File: config.mk
export PLATFORM = sky130hd
export DESIGN_NAME = sqvg_angle
export DESIGN_NICKNAME = d
export VERILOG_FILES = /design/src/sqvg_pkg.sv /design/src/sqvg_angle.sv
export SDC_FILE = /design/constraint.sdc
export NUM_CORES = 2
export LEC_CHECK = 0
export ABC_CLOCK_PERIOD_IN_PS = 16500
export BUFFER_PORTS_ARGS = -buffer_cell sky130_fd_sc_hd__buf_2
export CORE_MARGIN = 2
export CORE_UTILIZATION = 50
export CTS_BUF_LIST = sky130_fd_sc_hd__clkbuf_16
export CTS_CLUSTER_DIAMETER = 150
export CTS_CLUSTER_SIZE = 12
export DETAILED_ROUTE_END_ITERATION = 16
export GPL_ROUTABILITY_DRIVEN = 1
export PLACE_DENSITY = 0.71
export SETUP_SLACK_MARGIN = 0.4
export SYNTH_ARGS = -nofsm -noshare
export SYNTH_HDL_FRONTEND = slang
export SYNTH_SLANG_ARGS = --single-unit
File: constraint.sdc
create_clock -name clk_i -period 16.5 [get_ports clk_i]
set_input_delay 2.475 -clock clk_i [delete_from_list [all_inputs] [get_ports clk_i]]
set_output_delay 2.475 -clock clk_i [all_outputs]
set_load 0.02 [all_outputs]
File: src/sqvg_pkg.sv
`timescale 1ns / 1ps
// ----------------------------------------------------------------------------
// sprite quad vertex generator package
// shared types, fixed-point constants, rom builder and saturation helpers
// ----------------------------------------------------------------------------
package sqvg_pkg;

  // stream widths
  localparam int unsigned InDataW  = 384;
  localparam int unsigned OutDataW = 160;

  // angle scaling: q = floor(|rot| * table_size * 50000 / (314159 * 2^16))
  localparam logic [31:0] AngleMul  = 32'd50000;
  localparam logic [67:0] AngleDiv  = 68'd314159;
  localparam int unsigned RecipShift = 67;
  localparam logic [67:0] RecipPow  = 68'd1 << RecipShift;
  localparam logic [67:0] RecipVal  = (RecipPow + AngleDiv - 68'd1) / AngleDiv;
  localparam logic [24:0] RecipHi   = RecipVal[48:24];
  localparam logic [23:0] RecipLo   = RecipVal[23:0];
  localparam int unsigned ProdW     = 98;

  // datapath widths
  localparam int unsigned MatW    = 32;
  localparam int unsigned OffW    = 38;
  localparam int unsigned AnchorW = 40;
  localparam int unsigned SumW    = 42;

  localparam logic [1:0] CornerLast = 2'd3;

  // cosine series constants
  localparam logic [63:0] TwoPiQ28  = 64'd1686629713;
  localparam int unsigned SeriesLen = 10;

  localparam logic signed [SumW-1:0] PosMax = 42'sd2147483647;
  localparam logic signed [SumW-1:0] PosMin = -42'sd2147483648;
  localparam logic signed [16:0]     TexMax = 17'sd32767;
  localparam logic signed [16:0]     TexMin = -17'sd32768;

  typedef struct packed {
    logic signed [31:0] pos_x;
    logic signed [31:0] pos_y;
    logic signed [31:0] scale_x;
    logic signed [31:0] scale_y;
    logic signed [15:0] origin_x;
    logic signed [15:0] origin_y;
    logic               manual_active;
    logic [63:0]        manual_matrix;
    logic [63:0]        tex_rect;
    logic [63:0]        colour;
  } sprite_t;

  typedef struct packed {
    logic signed [AnchorW-1:0] px;
    logic signed [AnchorW-1:0] py;
    logic signed [MatW-1:0]    m00;
    logic signed [MatW-1:0]    m01;
    logic signed [MatW-1:0]    m10;
    logic signed [MatW-1:0]    m11;
    logic signed [15:0]        u0;
    logic signed [15:0]        u1;
    logic signed [15:0]        v0;
    logic signed [15:0]        v1;
    logic [63:0]               colour;
  } quad_t;

  typedef struct packed {
    logic signed [31:0] vertex_x;
    logic signed [31:0] vertex_y;
    logic signed [15:0] tex_u;
    logic signed [15:0] tex_v;
  } vertex_t;

  typedef struct packed {
    vertex_t     vtx;
    logic [63:0] colour;
    logic [1:0]  corner;
    logic        last_corner;
  } out_item_t;

  // half-amplitude cosine for one rom entry, u is the phase in q32 turns
  function automatic logic signed [15:0] cos_rom_entry(input logic [63:0] u_in);
    logic [63:0]        u;
    logic [63:0]        x;
    logic [63:0]        x2;
    logic [63:0]        term;
    logic signed [63:0] sum;
    logic signed [63:0] r;
    logic               neg;
    u   = u_in;
    neg = 1'b0;
    if (u > (64'd1 << 31)) u = (64'd1 << 32) - u;
    if (u > (64'd1 << 30)) begin
      u   = (64'd1 << 31) - u;
      neg = 1'b1;
    end
    x    = (u * TwoPiQ28) >> 30;
    x2   = (x * x) >> 30;
    term = 64'd1 << 30;
    sum  = $signed(term);
    // term k is divided by (2k-1)(2k)
    for (int k = 1; k <= SeriesLen; k++) begin
      term = ((term * x2) >> 30) / 64'((2 * k - 1) * (2 * k));
      if (k[0]) sum = sum - $signed(term);
      else sum = sum + $signed(term);
    end
    if (sum < 0) sum = '0;
    r = (sum + 64'sd262144) >>> 19;
    return neg ? 16'(-r) : 16'(r);
  endfunction

  function automatic logic signed [31:0] sat_pos(input logic signed [SumW-1:0] v);
    if (v > PosMax) return 32'sh7fffffff;
    if (v < PosMin) return 32'sh80000000;
    return 32'(v);
  endfunction

  function automatic logic signed [15:0] sat_tex(input logic signed [16:0] v);
    if (v > TexMax) return 16'sh7fff;
    if (v < TexMin) return 16'sh8000;
    return 16'(v);
  endfunction

endpackage

File: src/sqvg_angle.sv
`timescale 1ns / 1ps
// ----------------------------------------------------------------------------
// sqvg angle index
// four-stage pipeline turning the rotation into a cosine rom index
// ----------------------------------------------------------------------------
module sqvg_angle import sqvg_pkg::*; #(
  parameter int unsigned TABLE_SIZE = 1024,
  localparam int unsigned IdxW = $clog2(TABLE_SIZE)
) (
  input  logic               clk_i,
  input  logic               rst_ni,
  input  logic               in_valid_i,
  output logic               in_ready_o,
  input  logic signed [31:0] rotation_i,
  input  sprite_t            spr_i,
  output logic               out_valid_o,
  input  logic               out_ready_i,
  output logic [IdxW-1:0]    idx_o,
  output sprite_t            spr_o
);

  localparam logic [31:0]     AngleK  = 32'(TABLE_SIZE) * AngleMul;
  localparam logic [IdxW-1:0] IdxMask = IdxW'(TABLE_SIZE - 1);

  logic rdy1, rdy2, rdy3, rdy4;

  // stage 1: magnitude and sign
  logic        s1_v_q, s1_neg_q;
  logic [31:0] s1_mag_q;
  sprite_t     s1_spr_q;
  // stage 2: scaled angle
  logic        s2_v_q, s2_neg_q;
  logic [47:0] s2_n_q;
  sprite_t     s2_spr_q;
  // stage 3: reciprocal partial products
  logic        s3_v_q, s3_neg_q;
  logic [48:0] s3_hh_q, s3_lh_q;
  logic [47:0] s3_hl_q, s3_ll_q;
  sprite_t     s3_spr_q;
  // stage 4: index
  logic            s4_v_q;
  logic [IdxW-1:0] s4_idx_q;
  sprite_t         s4_spr_q;

  logic [31:0]      mag_d;
  logic [63:0]      prod_d;
  logic [ProdW-1:0] total_d;
  logic [IdxW-1:0]  q_lo, idx_d;

  assign rdy4       = !s4_v_q || out_ready_i;
  assign rdy3       = !s3_v_q || rdy4;
  assign rdy2       = !s2_v_q || rdy3;
  assign rdy1       = !s1_v_q || rdy2;
  assign in_ready_o = rdy1;

  assign mag_d  = rotation_i[31] ? (32'd0 - rotation_i) : rotation_i;
  assign prod_d = {32'd0, s1_mag_q} * {32'd0, AngleK};

  assign total_d = (ProdW'(s3_hh_q) << 48)
                 + ((ProdW'(s3_hl_q) + ProdW'(s3_lh_q)) << 24)
                 + ProdW'(s3_ll_q);
  assign q_lo  = total_d[RecipShift +: IdxW];
  assign idx_d = (s3_neg_q ? (IdxW'(0) - q_lo) : q_lo) & IdxMask;

  always_ff @(posedge clk_i or negedge rst_ni) begin
    if (!rst_ni) begin
      s1_v_q <= 1'b0;
      s2_v_q <= 1'b0;
      s3_v_q <= 1'b0;
      s4_v_q <= 1'b0;
    end else begin
      if (rdy1) s1_v_q <= in_valid_i;
      if (rdy2) s2_v_q <= s1_v_q;
      if (rdy3) s3_v_q <= s2_v_q;
      if (rdy4) s4_v_q <= s3_v_q;
    end
  end

  always_ff @(posedge clk_i) begin
    if (rdy1) begin
      s1_neg_q <= rotation_i[31];
      s1_mag_q <= mag_d;
      s1_spr_q <= spr_i;
    end
    if (rdy2) begin
      s2_neg_q <= s1_neg_q;
      s2_n_q   <= prod_d[63:16];
      s2_spr_q <= s1_spr_q;
    end
    if (rdy3) begin
      s3_neg_q <= s2_neg_q;
      s3_hh_q  <= 49'(s2_n_q[47:24]) * 49'(RecipHi);
      s3_hl_q  <= 48'(s2_n_q[47:24]) * 48'(RecipLo);
      s3_lh_q  <= 49'(s2_n_q[23:0]) * 49'(RecipHi);
      s3_ll_q  <= 48'(s2_n_q[23:0]) * 48'(RecipLo);
      s3_spr_q <= s2_spr_q;
    end
    if (rdy4) begin
      s4_idx_q <= idx_d;
      s4_spr_q <= s3_spr_q;
    end
  end

  assign out_valid_o = s4_v_q;
  assign idx_o       = s4_idx_q;
  assign spr_o       = s4_spr_q;

endmodule

# [Word-level counts from Yosys, hierarchy flattened]
# Index checks and enable logic that the tools add are counted.
[word_totals] inputBits=389 ff_bits=1675 output_inout_bits=365 word_cells=75
[classes] n_mul=5 add_sub_neg=5 n_reduce_logical=8 n_mux=2
[op_table] cell="77-bit by 47-bit adder with 77-bit output" count=1
[op_table] cell="77-bit by 74-bit adder with 77-bit output" count=1
[op_table] cell="47-bit by 49-bit adder with 50-bit output" count=1
[op_table] cell="24-bit by 25-bit multiplier with 49-bit output (second input constant)" count=1
[op_table] cell="24-bit by 23-bit multiplier with 47-bit output (second input constant)" count=1
[op_table] cell="32-bit by 12-bit multiplier with 44-bit output (second input constant)" count=1
[op_table] cell="18-bit by 23-bit multiplier with 41-bit output (second input constant)" count=1
[op_table] cell="1-bit by 32-bit subtractor with 32-bit output (first input constant)" count=1
[op_table] cell="31-bit 2-to-1 mux" count=1
[op_table] cell="18-bit by 25-bit multiplier with 29-bit output (second input constant)" count=1
[op_table] cell="10-bit 2-to-1 mux" count=1
[op_table] cell="1-bit by 10-bit subtractor with 10-bit output (first input constant)" count=1
[op_table] cell="1-bit zero test" count=4
[op_table] cell="1-bit logical OR" count=4

# [Longest topological paths before layout]
[depth] ltp_word=5 depth_mapped=28 mapped_depth_nobuf=28

# [Least setup slack after synthesis]
# OpenSTA, ideal clock, no wires.
[synth_timing] path_kind="input -> register" startpoint="input out_ready_i" endpoint="register s1_mag_q[0] (enable)" arrival_time_ps=13329 setup_time_ps=4628 cell_stages=2 required_time_ps=11872 n_path_buf=0 setup_slack_ps=-1457 path_cell_list="nor2b_1 nand4_1"
[synth_between] elab_chain_len=4
[synth_rtl] element="start: declaration" line_no="sqvg_angle.sv:17" text="input logic out_ready_i,"
[synth_rtl] element="1-bit logical OR" line_no="sqvg_angle.sv:50" text="assign rdy4 = !s4_v_q || out_ready_i;"
[synth_rtl] element="1-bit logical OR" line_no="sqvg_angle.sv:51" text="assign rdy3 = !s3_v_q || rdy4;"
[synth_rtl] element="1-bit logical OR" line_no="sqvg_angle.sv:52" text="assign rdy2 = !s2_v_q || rdy3;"
[synth_rtl] element="1-bit logical OR" line_no="sqvg_angle.sv:53" text="assign rdy1 = !s1_v_q || rdy2;"
[synth_rtl] element="via in_ready_o" line_no="sqvg_angle.sv:13" text="output logic in_ready_o,"
[synth_rtl] element="end signal: assignment" line_no="sqvg_angle.sv:82" text="s1_mag_q <= mag_d;"
[synth_rtl] element="end: declaration" line_no="sqvg_angle.sv:29" text="logic [31:0] s1_mag_q;"
# The timed path passes the listed nets, and every way through them passes these cells.
# A chain may end at the register's enable or synchronous reset.

# [Worst setup path in the final report]
[layout_timing] startpoint="register s2_n_q[10]" endpoint="register s3_ll_q[44], data pin"
[layout_between] elab_chain_len=1
[layout_rtl] element="start: declaration" line_no="sqvg_angle.sv:33" text="logic [47:0] s2_n_q;"
[layout_rtl] element="start signal: assignment" line_no="sqvg_angle.sv:87" text="s2_n_q <= prod_d[63:16];"
[layout_rtl] element="24-bit by 23-bit multiplier with 47-bit output" line_no="sqvg_angle.sv:95" text="s3_ll_q <= 48'(s2_n_q[23:0]) * 48'(RecipLo);"
[layout_rtl] element="end signal: assignment" line_no="sqvg_angle.sv:95"
[layout_rtl] element="end: declaration" line_no="sqvg_angle.sv:38" text="logic [47:0] s3_hl_q, s3_ll_q;"
# No other way between the ends.

==> summary.txt <==
Run status
  • Status: complete, no violations

Detailed routing
  • DRC: 0
  • Vias per Instance: 5.18
  • M1 WL: a little under 90 mm
  • Top sig layer: met5
  • Vias post-DR: 49,400
  • WL met2: about 100 mm
  • First-pass DRT Iterations: 5
  • WL met3: between 10 and 15 mm
  • Detail Route Antenna Nets: 0
  • WL per Instance: roughly 22 µm
  • Routed WL: 213 mm
  • DR iter-0 viols: 2,999

GRT
  • Largest net degree at the start of global routing: roughly 160
  • First-pass GRT wire length: about 320 mm
  • Initial antenna violation count: between 50 and 60
  • Gr usage total: 0.230
  • Total gr overflow: 0
  • Vias in the first global route: around 52,000

Flow run
  • Max-cap violation count: 0

Min path
  • Worst Hold Class: flip-flop to flip-flop

Synthesis
  • Cell Area, Synth: just over 90,000 µm²
  • Async SR Flop Fraction: 0.00243
  • Post-synth cell types: between 90 and 100
  • Synth Area per Inst: roughly 15 µm²
  • EDFF count, synth: 1,640
  • #FFs+latches synth: between 1,500 and 2,000
  • Post-synthesis sequential area ratio: 0.540
  • Top_reg_cell synth: edfxtp_1
  • Synth Instances: between 6,000 and 7,000
  • Syn nets: around 8,300
  • YS warnings: 0

Worst setup path
  • Required @ worst endpoint: about 17 ns
  • Most frequent cell on the critical path: inv_1
  • Worst R2R Setup Slack: ~8 ns
  • Critical Path Max Stage Delay: slightly above 0.9 ns
  • Slowest cell on crit path: edfxtp_1
  • CP Class: flip-flop to flip-flop
  • CP Launch Type: flip-flop
  • Critical Path End Type: flip-flop
  • Worst Path Max Fanout: 14
  • WP data arrival: 9.05 ns

STA
  • Hold Vio Cnt, Final: 0
  • Worst Skew: ~0.051 ns
  • Slew Limit Headroom: 0.207
  • Final setup viols: 0
  • Crit share post-route: 0.515
  • Max Clk Rate: 118 MHz
  • Hold WS: ~0.39 ns
  • Slew Viols, Final: 0
  • Worst Max-Slew Pin Slew: around 1.2 ns
  • Unrepaired setup endpoints after global routing: no
  • Fin crit period: approximately 8.5 ns

Placed design
  • Final GP Congestion: about 0.97
  • Post-DP HPWL: 168 mm
  • Port Buffers: between 700 and 800
  • Placed Area: between 90,000 and 100,000 µm²

Clocking
  • Hold Buf Count CTS: 0
  • Post-CTS setup buffer count: 0
  • Post-CTS sizing: 0
  • Worst-path clk slew: 0.07 ns
  • Bufs on Longest Clock Path: 3
  • CTS sink cnt: approximately 1,600
  • CTS Root Cell: clkbuf_16
  • CTS Buf Count: ~160
  • TritonCTS clock tree: yes
  • Skew-Pair Late Insertion Delay: around 0.80 ns
  • H-tree depth: 4

Final layout
  • Layout area overhead: 12.4%
  • Most frequent cells in the layout: 1,640 x edfxtp_1, 1,356 x inv_1, 972 x ha_1
  • Most common cell after layout, fill and taps aside: edfxtp_1
  • Layout cells sized above 1: 0.142
  • Fin area: between 100,000 and 150,000 µm²
  • Fillcell total: about 14,000
  • Fin nets: slightly above 9,000

Die
  • Initial Util: 0.505
  • Die span in x: 432 µm
  • Row cnt: 156
  • Die H: around 430 µm
  • Core area: approximately 180,000 µm²
  • Boundary Pins: 754
  • Die area: 186,000 µm²
synthesized netlist by cell type (all sizes together) (10+ instances only):
master  instances  area share
nand2         117      0.0048
and3           18      0.0013
buf            10     0.00067
nand4          27      0.0018
o21a           32      0.0026
o21bai         32      0.0026
nand2b         33      0.0023
fa            785        0.17
clkbuf         16     0.00077
edfxtp       1640        0.54
nor2          150      0.0062
o211ai         13      0.0011
ha            972        0.13
nor3           44      0.0026
nand3          62      0.0034
a21oi         187       0.010
xor2           56      0.0054
or2            15      0.0010
a211oi         31      0.0027
or3            13     0.00090
a21o          111      0.0091
o31ai          26      0.0023
nor2b          27      0.0018
inv          1338       0.055
xnor2         190       0.018
o21ai         109      0.0061
a31oi          12     0.00089
worst paths after layout:
kind,from,to,cells past startpoint
worst max-delay path,s2_n_q[10],s3_ll_q[44],28
worst min-delay path,s1_spr_q[156],s2_spr_q[156],0
worst max register to register,s2_n_q[10],s3_ll_q[44],28
worst min register to register,s1_spr_q[156],s2_spr_q[156],0
max in group asynchronous,rst_ni,s3_v_q,1
min in group asynchronous,rst_ni,s1_v_q,1
per-stage QoR:
stage	instances	setup slack, ns	util	TNS [ns]
finish	9532	8.00	0.567	0
global route	9528	7.65	0.567	0
CTS	9510	8.05	0.567	0
detailed placement	9317	8.10	0.543	0
global placement	9317	8.28	0.543	0
floorplan	6184	-1.31	-	-505.65
area by class of cell:
type                            count  area (µm²)  area share
Tap cell                         2370        2970      0.0288
Sequential cell                  1644       49300       0.480
Antenna cell                       22        55.1    0.000536
Multi-Input combinational cell   3176       36900       0.359
Timing Repair Buffer              789        4060      0.0395
Inverter                         1338        5030      0.0489
Clock inverter                     35         433     0.00421
Clock buffer                      158        3950      0.0385
kinds of logic after synthesis:
group                    count (synthesis)  synth area share
multiplexers                             5          0.000548
XOR/XNOR                               246            0.0237
buffers and inverters                 1364            0.0564
AND/OR/NAND/NOR                        535            0.0285
flip-flops                            1644             0.540
adder cells (fa/ha/maj)               1757             0.305
AO/OA/AOI/OAI                          633            0.0462
flip-flops by register name, indices dropped and copies added (netlist names), 10 cells and up:
name,cells
idx_o,10
s2_n_q,42
spr_o,353
s3_hh_q,29
s3_spr_q,353
s1_mag_q,32
s3_ll_q,23
s3_lh_q,49
s1_spr_q,353
s2_spr_q,353
s3_hl_q,40
per-layer routing:
layer	track usage	up-vias
met5	0	-
li1	-	22900
met2	0.386	1367
met3	0.0514	313
met1	0.300	24800
met4	0.0718	40
worst max-delay path, delay by kind of cell (launching register included):
kind	cells	cell delay (ns)
flip-flops	1	0.92
AO/OA/AOI/OAI	6	1.97
buffers and inverters	8	0.61
AND/OR/NAND/NOR	5	0.79
multiplexers	1	0.24
adder cells (fa/ha/maj)	8	3.71
Power is not shown: default switching activity piles up to over one toggle a cycle in this logic, so the estimate is an artifact.
