==> config.mk <==
export PLATFORM = sky130hd
export DESIGN_NAME = sqvg_corner
export DESIGN_NICKNAME = d
export VERILOG_FILES = /design/src/sqvg_pkg.sv /design/src/sqvg_corner.sv
export SDC_FILE = /design/constraint.sdc
export NUM_CORES = 1
export LEC_CHECK = 0
export BUFFER_PORTS_ARGS = -buffer_cell sky130_fd_sc_hd__buf_4
export CAP_MARGIN = 20
export CORE_ASPECT_RATIO = 1.75
export CORE_MARGIN = 2
export CORE_UTILIZATION = 42
export CTS_BUF_LIST = sky130_fd_sc_hd__clkbuf_4 sky130_fd_sc_hd__clkbuf_8 sky130_fd_sc_hd__clkbuf_16
export DETAILED_ROUTE_END_ITERATION = 8
export GPL_TIMING_DRIVEN = 0
export PLACE_DENSITY = 0.61
export SLEW_MARGIN = 0
export SYNTH_ARGS = -nofsm -noshare
export SYNTH_HDL_FRONTEND = slang
export SYNTH_SLANG_ARGS = --single-unit
==> constraint.sdc <==
create_clock -name clk_i -period 13.4 [get_ports clk_i]
set_clock_uncertainty 0.15 [all_clocks]
set_input_delay 0.67 -clock clk_i [delete_from_list [all_inputs] [get_ports clk_i]]
set_output_delay 0.67 -clock clk_i [all_outputs]
set_load 0.02 [all_outputs]
==> src/sqvg_pkg.sv <==
`timescale 1ns / 1ps
// ----------------------------------------------------------------------------
// sprite quad vertex generator package
// shared types, fixed-point constants, rom builder and saturation helpers
// ----------------------------------------------------------------------------
package sqvg_pkg;

  // stream widths
  localparam int unsigned InDataW  = 384;
  localparam int unsigned OutDataW = 160;

  // angle scaling: q = floor(|rot| * table_size * 50000 / (314159 * 2^16))
  localparam logic [31:0] AngleMul  = 32'd50000;
  localparam logic [67:0] AngleDiv  = 68'd314159;
  localparam int unsigned RecipShift = 67;
  localparam logic [67:0] RecipPow  = 68'd1 << RecipShift;
  localparam logic [67:0] RecipVal  = (RecipPow + AngleDiv - 68'd1) / AngleDiv;
  localparam logic [24:0] RecipHi   = RecipVal[48:24];
  localparam logic [23:0] RecipLo   = RecipVal[23:0];
  localparam int unsigned ProdW     = 98;

  // datapath widths
  localparam int unsigned MatW    = 32;
  localparam int unsigned OffW    = 38;
  localparam int unsigned AnchorW = 40;
  localparam int unsigned SumW    = 42;

  localparam logic [1:0] CornerLast = 2'd3;

  // cosine series constants
  localparam logic [63:0] TwoPiQ28  = 64'd1686629713;
  localparam int unsigned SeriesLen = 10;

  localparam logic signed [SumW-1:0] PosMax = 42'sd2147483647;
  localparam logic signed [SumW-1:0] PosMin = -42'sd2147483648;
  localparam logic signed [16:0]     TexMax = 17'sd32767;
  localparam logic signed [16:0]     TexMin = -17'sd32768;

  typedef struct packed {
    logic signed [31:0] pos_x;
    logic signed [31:0] pos_y;
    logic signed [31:0] scale_x;
    logic signed [31:0] scale_y;
    logic signed [15:0] origin_x;
    logic signed [15:0] origin_y;
    logic               manual_active;
    logic [63:0]        manual_matrix;
    logic [63:0]        tex_rect;
    logic [63:0]        colour;
  } sprite_t;

  typedef struct packed {
    logic signed [AnchorW-1:0] px;
    logic signed [AnchorW-1:0] py;
    logic signed [MatW-1:0]    m00;
    logic signed [MatW-1:0]    m01;
    logic signed [MatW-1:0]    m10;
    logic signed [MatW-1:0]    m11;
    logic signed [15:0]        u0;
    logic signed [15:0]        u1;
    logic signed [15:0]        v0;
    logic signed [15:0]        v1;
    logic [63:0]               colour;
  } quad_t;

  typedef struct packed {
    logic signed [31:0] vertex_x;
    logic signed [31:0] vertex_y;
    logic signed [15:0] tex_u;
    logic signed [15:0] tex_v;
  } vertex_t;

  typedef struct packed {
    vertex_t     vtx;
    logic [63:0] colour;
    logic [1:0]  corner;
    logic        last_corner;
  } out_item_t;

  // half-amplitude cosine for one rom entry, u is the phase in q32 turns
  function automatic logic signed [15:0] cos_rom_entry(input logic [63:0] u_in);
    logic [63:0]        u;
    logic [63:0]        x;
    logic [63:0]        x2;
    logic [63:0]        term;
    logic signed [63:0] sum;
    logic signed [63:0] r;
    logic               neg;
    u   = u_in;
    neg = 1'b0;
    if (u > (64'd1 << 31)) u = (64'd1 << 32) - u;
    if (u > (64'd1 << 30)) begin
      u   = (64'd1 << 31) - u;
      neg = 1'b1;
    end
    x    = (u * TwoPiQ28) >> 30;
    x2   = (x * x) >> 30;
    term = 64'd1 << 30;
    sum  = $signed(term);
    // term k is divided by (2k-1)(2k)
    for (int k = 1; k <= SeriesLen; k++) begin
      term = ((term * x2) >> 30) / 64'((2 * k - 1) * (2 * k));
      if (k[0]) sum = sum - $signed(term);
      else sum = sum + $signed(term);
    end
    if (sum < 0) sum = '0;
    r = (sum + 64'sd262144) >>> 19;
    return neg ? 16'(-r) : 16'(r);
  endfunction

  function automatic logic signed [31:0] sat_pos(input logic signed [SumW-1:0] v);
    if (v > PosMax) return 32'sh7fffffff;
    if (v < PosMin) return 32'sh80000000;
    return 32'(v);
  endfunction

  function automatic logic signed [15:0] sat_tex(input logic signed [16:0] v);
    if (v > TexMax) return 16'sh7fff;
    if (v < TexMin) return 16'sh8000;
    return 16'(v);
  endfunction

endpackage

==> src/sqvg_corner.sv <==
`timescale 1ns / 1ps
// ----------------------------------------------------------------------------
// sqvg corner emitter
// four corner lanes into a holding stage, then one vertex per cycle out while the output is ready
// ----------------------------------------------------------------------------
module sqvg_corner import sqvg_pkg::*; (
  input  logic      clk_i,
  input  logic      rst_ni,
  input  logic      in_valid_i,
  output logic      in_ready_o,
  input  quad_t     quad_i,
  output logic      out_valid_o,
  input  logic      out_ready_i,
  output out_item_t item_o
);

  vertex_t     vert_d [4];
  vertex_t     vert_q [4];
  logic [63:0] colour_q;
  logic        hold_v_q;
  logic [1:0]  cnt_q;
  logic        o_v_q;
  out_item_t   item_q;
  logic        o_load, hold_done;

  // corner k: a = + on 1,2 ; b = + on 2,3
  for (genvar k = 0; k < 4; k++) begin : g_lane
    localparam logic APos = (k == 1) || (k == 2);
    localparam logic BPos = (k >= 2);
    logic signed [SumW-1:0] sx, sy;
    always_comb begin
      sx = SumW'(quad_i.px);
      sy = SumW'(quad_i.py);
      sx = APos ? sx + SumW'(quad_i.m00) : sx - SumW'(quad_i.m00);
      sy = APos ? sy + SumW'(quad_i.m01) : sy - SumW'(quad_i.m01);
      sx = BPos ? sx + SumW'(quad_i.m10) : sx - SumW'(quad_i.m10);
      sy = BPos ? sy + SumW'(quad_i.m11) : sy - SumW'(quad_i.m11);
      vert_d[k].vertex_x = sat_pos(sx);
      vert_d[k].vertex_y = sat_pos(sy);
      vert_d[k].tex_u    = APos ? quad_i.u1 : quad_i.u0;
      vert_d[k].tex_v    = BPos ? quad_i.v1 : quad_i.v0;
    end
  end

  assign o_load     = hold_v_q && (!o_v_q || out_ready_i);
  assign hold_done  = o_load && (cnt_q == CornerLast);
  assign in_ready_o = !hold_v_q || hold_done;

  always_ff @(posedge clk_i or negedge rst_ni) begin
    if (!rst_ni) begin
      hold_v_q <= 1'b0;
      cnt_q    <= '0;
      o_v_q    <= 1'b0;
    end else begin
      if (in_ready_o) hold_v_q <= in_valid_i;
      if (o_load) cnt_q <= cnt_q + 2'd1;
      if (o_load) o_v_q <= 1'b1;
      else if (out_ready_i) o_v_q <= 1'b0;
    end
  end

  always_ff @(posedge clk_i) begin
    if (in_ready_o) begin
      vert_q   <= vert_d;
      colour_q <= quad_i.colour;
    end
    if (o_load) begin
      item_q.vtx         <= vert_q[cnt_q];
      item_q.colour      <= colour_q;
      item_q.corner      <= cnt_q;
      item_q.last_corner <= (cnt_q == CornerLast);
    end
  end

  assign out_valid_o = o_v_q;
  assign item_o      = item_q;

endmodule

# == Yosys cells after proc, flatten, opt, wreduce, memory -nomap -nowiden ==
# Cells that the tools add are included.
# classes
n_addsub,13
order_cmp,17
eq_ne,1
n_mux,61
n_bitwise,1
n_reduce_logical,7
# op_table
cell,n
2-to-1 mux 32 bit,32
"greater-than comparator 42 x 32 -> 1 bit, second input constant",8
"< comparator 42 x 32 -> 1 bit, second input constant",8
binary-select mux 96 bit (select 2 bit),1
2-to-1 mux 96 bit,2
adder 41 x 32 -> 42 bit,4
subtractor 41 x 32 -> 42 bit,4
adder 40 x 32 -> 41 bit,2
subtractor 40 x 32 -> 41 bit,2
2-to-1 mux 1 bit,26
"greater-or-equal comparator 3 bit, second input constant",1
NOT 2 -> 3 bit,1
"adder 2 x 1 -> 2 bit, second input constant",1
"equality test 2 bit, second input constant",1
logical AND 1 bit,2
logical NOT 1 bit,2
logical OR 1 bit,2
nonzero test 2 bit,1
# word_totals
ff_bits,551
input_bits,340
out_inout_bits,165
word_cells,123

# == Logic depth before layout (Yosys ltp) ==
# depth
ltp_word,7
mapped_depth,30
depth_no_buf,28

# == Worst setup path before layout ==
# No wires, ideal clock.
# synth_timing
path_type,input port to flip-flop
start,input port out_ready_i
end,"register colour_q[0], enable pin"
setup_ps,2847
t_arrival_ps,7170
required_ps,10403
path_slack_ps,3233
cell_stages,3
path_buffers,0
path_cell_list,nand2b_1 > nand2_1 > nand2_1
# synth_between
elab_chain_len,4
# synth_rtl
element,line_no,source
"start, declared",sqvg_corner.sv:13,"input logic out_ready_i,"
logical OR 1 bit,sqvg_corner.sv:45,assign o_load = hold_v_q && (!o_v_q || out_ready_i);
logical AND 1 bit,sqvg_corner.sv:45,
logical AND 1 bit,sqvg_corner.sv:46,assign hold_done = o_load && (cnt_q == CornerLast);
logical OR 1 bit,sqvg_corner.sv:47,assign in_ready_o = !hold_v_q || hold_done;
net in_ready_o,sqvg_corner.sv:10,"output logic in_ready_o,"
"end signal, assigned",sqvg_corner.sv:65,colour_q <= quad_i.colour;
"end, declared",sqvg_corner.sv:19,logic [63:0] colour_q;
# The timed path passes the listed nets, and every way through them passes these cells.
# A chain may end at the register's enable or synchronous reset.

# == Worst setup path after layout ==
# layout_timing
start,input port quad_i[192] (netlist bit)
end,"register vert_q[60] (netlist bit), data pin"
# layout_between
elab_chain_len,7
word_cells_on_any_way,10
cone_classes,2 x add/sub; 2 x order compare; 6 x mux
# layout_rtl
element,line_no,source
"start, declared",sqvg_corner.sv:11,"input quad_t quad_i,"
subtractor 40 x 32 -> 41 bit *,sqvg_corner.sv:35,sy = APos ? sy + SumW'(quad_i.m01) : sy - SumW'(quad_i.m01);
adder 41 x 32 -> 42 bit *,sqvg_corner.sv:37,sy = BPos ? sy + SumW'(quad_i.m11) : sy - SumW'(quad_i.m11);
< comparator 42 x 32 -> 1 bit,sqvg_pkg.sv:113,if (v < PosMin) return 32'sh80000000;
2-to-1 mux 1 bit (2 in a row),sqvg_pkg.sv:113,
2-to-1 mux 32 bit,sqvg_pkg.sv:114,return 32'(v);
2-to-1 mux 32 bit *,sqvg_pkg.sv:113,
"end signal, assigned",sqvg_corner.sv:64,vert_q <= vert_d;
"end, declared",sqvg_corner.sv:18,vertex_t vert_q [4];
# Mark *: on every way between the ends. The rest lies on a longest branch, timed or not. The select of a mux whose other input is x is not followed.

==> impl_summary.md <==
Synth
After synthesis, the mean cell area works out to 9.28 um2. The number of enable flip-flop cells after synthesis is 547. Counting flops and latches in the post-synthesis netlist gives 551. In this run the cell area of the synthesized design comes to 0.0475 mm2. The largest total area in the synthesized netlist belongs to sky130_fd_sc_hd__edfxtp_1. When the netlist entered floorplanning its net count stood at 5,959.

In the synthesized netlist the async set-or-reset flop fraction comes to 0.726%. The leading register cell type out of synthesis is sky130_fd_sc_hd__edfxtp_1. The area share of the leading cell type in the synthesized netlist is 34.6%.

The number of synthesis warnings is 0. Summing the sequential cell areas from Yosys gives 34.8% of the chip area. The synthesized instance count is 5,118. Yosys attributes the largest share of cell area to sky130_fd_sc_hd__edfxtp_1, sky130_fd_sc_hd__ha_1, sky130_fd_sc_hd__xnor2_1. The netlist uses 106 different library cells.

Detailed routing
The residual DRC count is 0. The via density per instance is 5.68. The number of violations reported at the end of detailed-routing iteration 0 is 2,661. The wire length reported by the detailed router is 176,000 um. The number of detailed-routing iterations run before antenna repair is 6.

The average wire per standard cell is 23.9 um. The post-route antenna net violation count is 0. The routed via count is 41,690.

STA
In this run the tightest slew margin relative to its limit is 23.1%. Of the available clock period, the critical path in the final layout requires 68.0%. The number of hold violations in the final report is 0. The count of pins over their slew limit is 0. The measured slew at the worst slew-check pin is 1120 ps. Timing would allow up to 110 MHz. Setup repair after global routing left no endpoint under its margin. After layout, the minimum clock period comes to 9110 ps. Setup violations remaining at the end of the flow were counted as 0.

Cells and area
The final net count is 6,643. The share of layout cells above drive strength 1 is 15.2%. Relative to the synthesized area, the layout overhead comes to 18.8%. The core utilization of the finished layout is 50.2%. The library cell used most frequently in the layout, excluding fill and tap cells, is sky130_fd_sc_hd__edfxtp_1. For this run, the number of standard cells in the final layout without fillers is 7,339. The library cells used most frequently in the layout, excluding fill and tap cells, are sky130_fd_sc_hd__edfxtp_1, sky130_fd_sc_hd__buf_4, sky130_fd_sc_hd__a21oi_1.

Worst setup path
The kind of end point of the critical path is a flip-flop. The worst endpoint data arrival time is 9350 ps. The number of cells traversed by the worst register-to-register path is 3.

In this run the worst path has a maximum fanout of 10. The worst setup path is launched from a primary input. The required time of the critical path is 13,640 ps. The worst setup path is of the in2reg kind.

The slack of the worst reg-to-reg path is 10,310 ps.

Die
For this design the top-level I/O count stands at 505. The width of the chip is 258 um. The initial utilization of the core area, before any placement, comes to 42.2%. The floorplan has 163 rows.

In this run the vertical extent of the chip is 449 um. The area inside the core boundary is 0.112 mm2. The overall die area is 0.116 mm2.

Global routing
The wire length of the first global-routing pass is 258,000 um. The pin count of the biggest net entering global routing is 87. The number of antenna violations at the first check in global routing came to 5. For this run the aggregate overflow at the end of global routing stands at 0. The via count of the first global-routing pass was 43,189. In the global route stage, overall resource usage came out at 29.5%.

Clock network
The later pin in the worst-skew pair is clocked with a latency of 670 ps. The number of clock sinks is 551. After clock tree synthesis, the clock-pin slew on the worst setup and hold paths is 60 ps. The root buffer cell is sky130_fd_sc_hd__clkbuf_16. The buffer count from post-CTS setup fixing is 0. The clock buffer count from CTS is 57. TritonCTS built the clock tree. The number of levels the H-tree was split into is 2. The maximum clock insertion buffer count is 3.

Status
The run finished with clean final reports.

Min path
The tightest min-delay check is of the in2reg type. The count of cells along the worst hold path is 1.

Power
The worst-case vdd ir drop is 0.000194 V. The leakage power total is 0.0224 uW. The ratio of total power to cell area is 178 mW/mm2.

Place
The count of buffers inserted at the top-level ports is 504. The wire-length estimate of the detail-placed layout is 145,000 um. The number of placed instances, taps included, is 7,124. The routability congestion estimate from global placement is 0.981.

Job
Max-cap violations in this run came to 0.
[cells in the mapped netlist (17+ instances only)]
| cell | instances |
|---|---|
| sky130_fd_sc_hd__edfxtp_1 | 547 |
| sky130_fd_sc_hd__a21oi_1 | 497 |
| sky130_fd_sc_hd__ha_1 | 489 |
| sky130_fd_sc_hd__nor2_1 | 483 |
| sky130_fd_sc_hd__inv_1 | 391 |
| sky130_fd_sc_hd__xnor2_1 | 363 |
| sky130_fd_sc_hd__nand2_1 | 208 |
| sky130_fd_sc_hd__o21ai_1 | 196 |
| sky130_fd_sc_hd__clkbuf_1 | 173 |
| sky130_fd_sc_hd__o21ai_0 | 172 |
| sky130_fd_sc_hd__nor3_1 | 132 |
| sky130_fd_sc_hd__a21o_1 | 115 |
| sky130_fd_sc_hd__o21bai_1 | 112 |
| sky130_fd_sc_hd__nand3_1 | 78 |
| sky130_fd_sc_hd__nand2b_1 | 76 |
| sky130_fd_sc_hd__nor2b_1 | 68 |
| sky130_fd_sc_hd__xor2_1 | 68 |
| sky130_fd_sc_hd__mux4_2 | 64 |
| sky130_fd_sc_hd__o31ai_1 | 64 |
| sky130_fd_sc_hd__nor4_1 | 60 |
| sky130_fd_sc_hd__nand4_1 | 54 |
| sky130_fd_sc_hd__buf_2 | 52 |
| sky130_fd_sc_hd__a211oi_1 | 49 |
| sky130_fd_sc_hd__a31oi_1 | 44 |
| sky130_fd_sc_hd__o211ai_1 | 35 |
| sky130_fd_sc_hd__o21a_1 | 35 |
| sky130_fd_sc_hd__mux2_2 | 34 |
| sky130_fd_sc_hd__o21ai_2 | 32 |
| sky130_fd_sc_hd__or3_1 | 23 |
| sky130_fd_sc_hd__and3_1 | 22 |
| sky130_fd_sc_hd__and2_1 | 21 |
| sky130_fd_sc_hd__o41ai_1 | 19 |
| sky130_fd_sc_hd__buf_1 | 17 |
| sky130_fd_sc_hd__o31a_1 | 17 |
[worst max-delay path, cell delays in order]
cell and delay [ps]:
sky130_fd_sc_hd__buf_4 120, sky130_fd_sc_hd__ha_1 230, sky130_fd_sc_hd__fa_1 420, sky130_fd_sc_hd__nor2b_1 130, sky130_fd_sc_hd__o21ai_0 110, sky130_fd_sc_hd__a21oi_1 270, sky130_fd_sc_hd__o41ai_1 150, sky130_fd_sc_hd__o41ai_1 800
sky130_fd_sc_hd__a22oi_1 510, sky130_fd_sc_hd__nand2b_1 200, sky130_fd_sc_hd__a21oi_1 100, sky130_fd_sc_hd__xnor2_1 270, sky130_fd_sc_hd__ha_1 280, sky130_fd_sc_hd__clkbuf_1 210, sky130_fd_sc_hd__inv_1 260, sky130_fd_sc_hd__nand3_1 220
sky130_fd_sc_hd__nor4_1 840, sky130_fd_sc_hd__nand2_1 290, sky130_fd_sc_hd__a2111oi_2 950, sky130_fd_sc_hd__nand4bb_1 300, sky130_fd_sc_hd__a21oi_1 160, sky130_fd_sc_hd__o21ai_1 230, sky130_fd_sc_hd__xnor2_1 170, sky130_fd_sc_hd__nor2_1 60
sky130_fd_sc_hd__a41oi_1 380, sky130_fd_sc_hd__buf_6 210, sky130_fd_sc_hd__clkbuf_1 590, sky130_fd_sc_hd__o21ai_1 180
[metrics by stage]
step                      power [uW]  hold slack (ps)  instance area (um2)  setup TNS, ps  worst slack, ps
after CTS                      10100            0.811                56400              0             4520
final                          10000             41.2                56400              0             4290
after global placement          8570              251                53100        -424350            -1550
after detailed placement        8350              255                53500              0             3830
after global routing           10600             20.4                56400              0             4380
after floorplan                 6610              224                47500              0             3230
[layer usage]
metal / track usage, % / wire length (um) / vias up / part of all wire, %
li1: - / - / 20042 / -
met1: 30.1 / 62200 / 19898 / 35
met2: 57.2 / 94000 / 1342 / 54
met3: 2.72 / 6950 / 408 / 4.0
met4: 17.4 / 12400 / 0 / 7.0
met5: 0 / 0 / - / 0
[sequential cells by signal, indices dropped and copies added (netlist names)]
signal and flops:
out_valid_o 1, hold_v_q 1, cnt_q 2, colour_q 64
item_o 163, vert_q 320
[power breakdown]
group	internal (uW)	total [uW]	switching, uW
clock network	897	1660	759
logic	1980	5490	3510
registers	2720	2890	167
total	5610	10000	4430
[final timing paths]
kind / startpoint / end
max reg2reg: cnt_q[0]$_DFFE_PN0P_ / item_o[107]$_DFFE_PP_
max: quad_i[192] / vert_q[60]$_SDFFCE_PN1P_
min reg2reg: colour_q[10]$_DFFE_PP_ / item_o[13]$_DFFE_PP_
min: quad_i[72] / vert_q[8]$_DFFE_PP_
max in group asynchronous: rst_ni / cnt_q[1]$_DFFE_PN0P_
min in group asynchronous: rst_ni / hold_v_q$_DFFE_PN0P_
[repair_timing]
| action | CTS | global route |
|---|---|---|
| endpoints found under the hold margin | 105 | 0 |
| resized for setup | 0 | 0 |
| hold buffers | 102 | 0 |
[cell type report]
cell class              count  area [um2]
clock buffers              66        1510
plain buffers             245        1010
well taps                1485        1860
flip-flops and latches    551       16500
diodes                      5        12.5
inverters                 409        1540
multi-input cells        3913       28500
fillers                 10681       56000
repair buffers            625        5110
clock inverters            40         382
[kinds of logic after synthesis]
logic type / Yosys count / synth area share, %
XOR/XNOR: 432 / 7.99
AND/OR/NAND/NOR: 1305 / 13.3
flip-flops: 551 / 34.8
adder cells (fa/ha/maj): 501 / 13.4
multiplexers: 102 / 3.94
AO/OA/AOI/OAI: 1573 / 21.2
buffers and inverters: 654 / 5.36
Power figures use the tool's default switching activity.
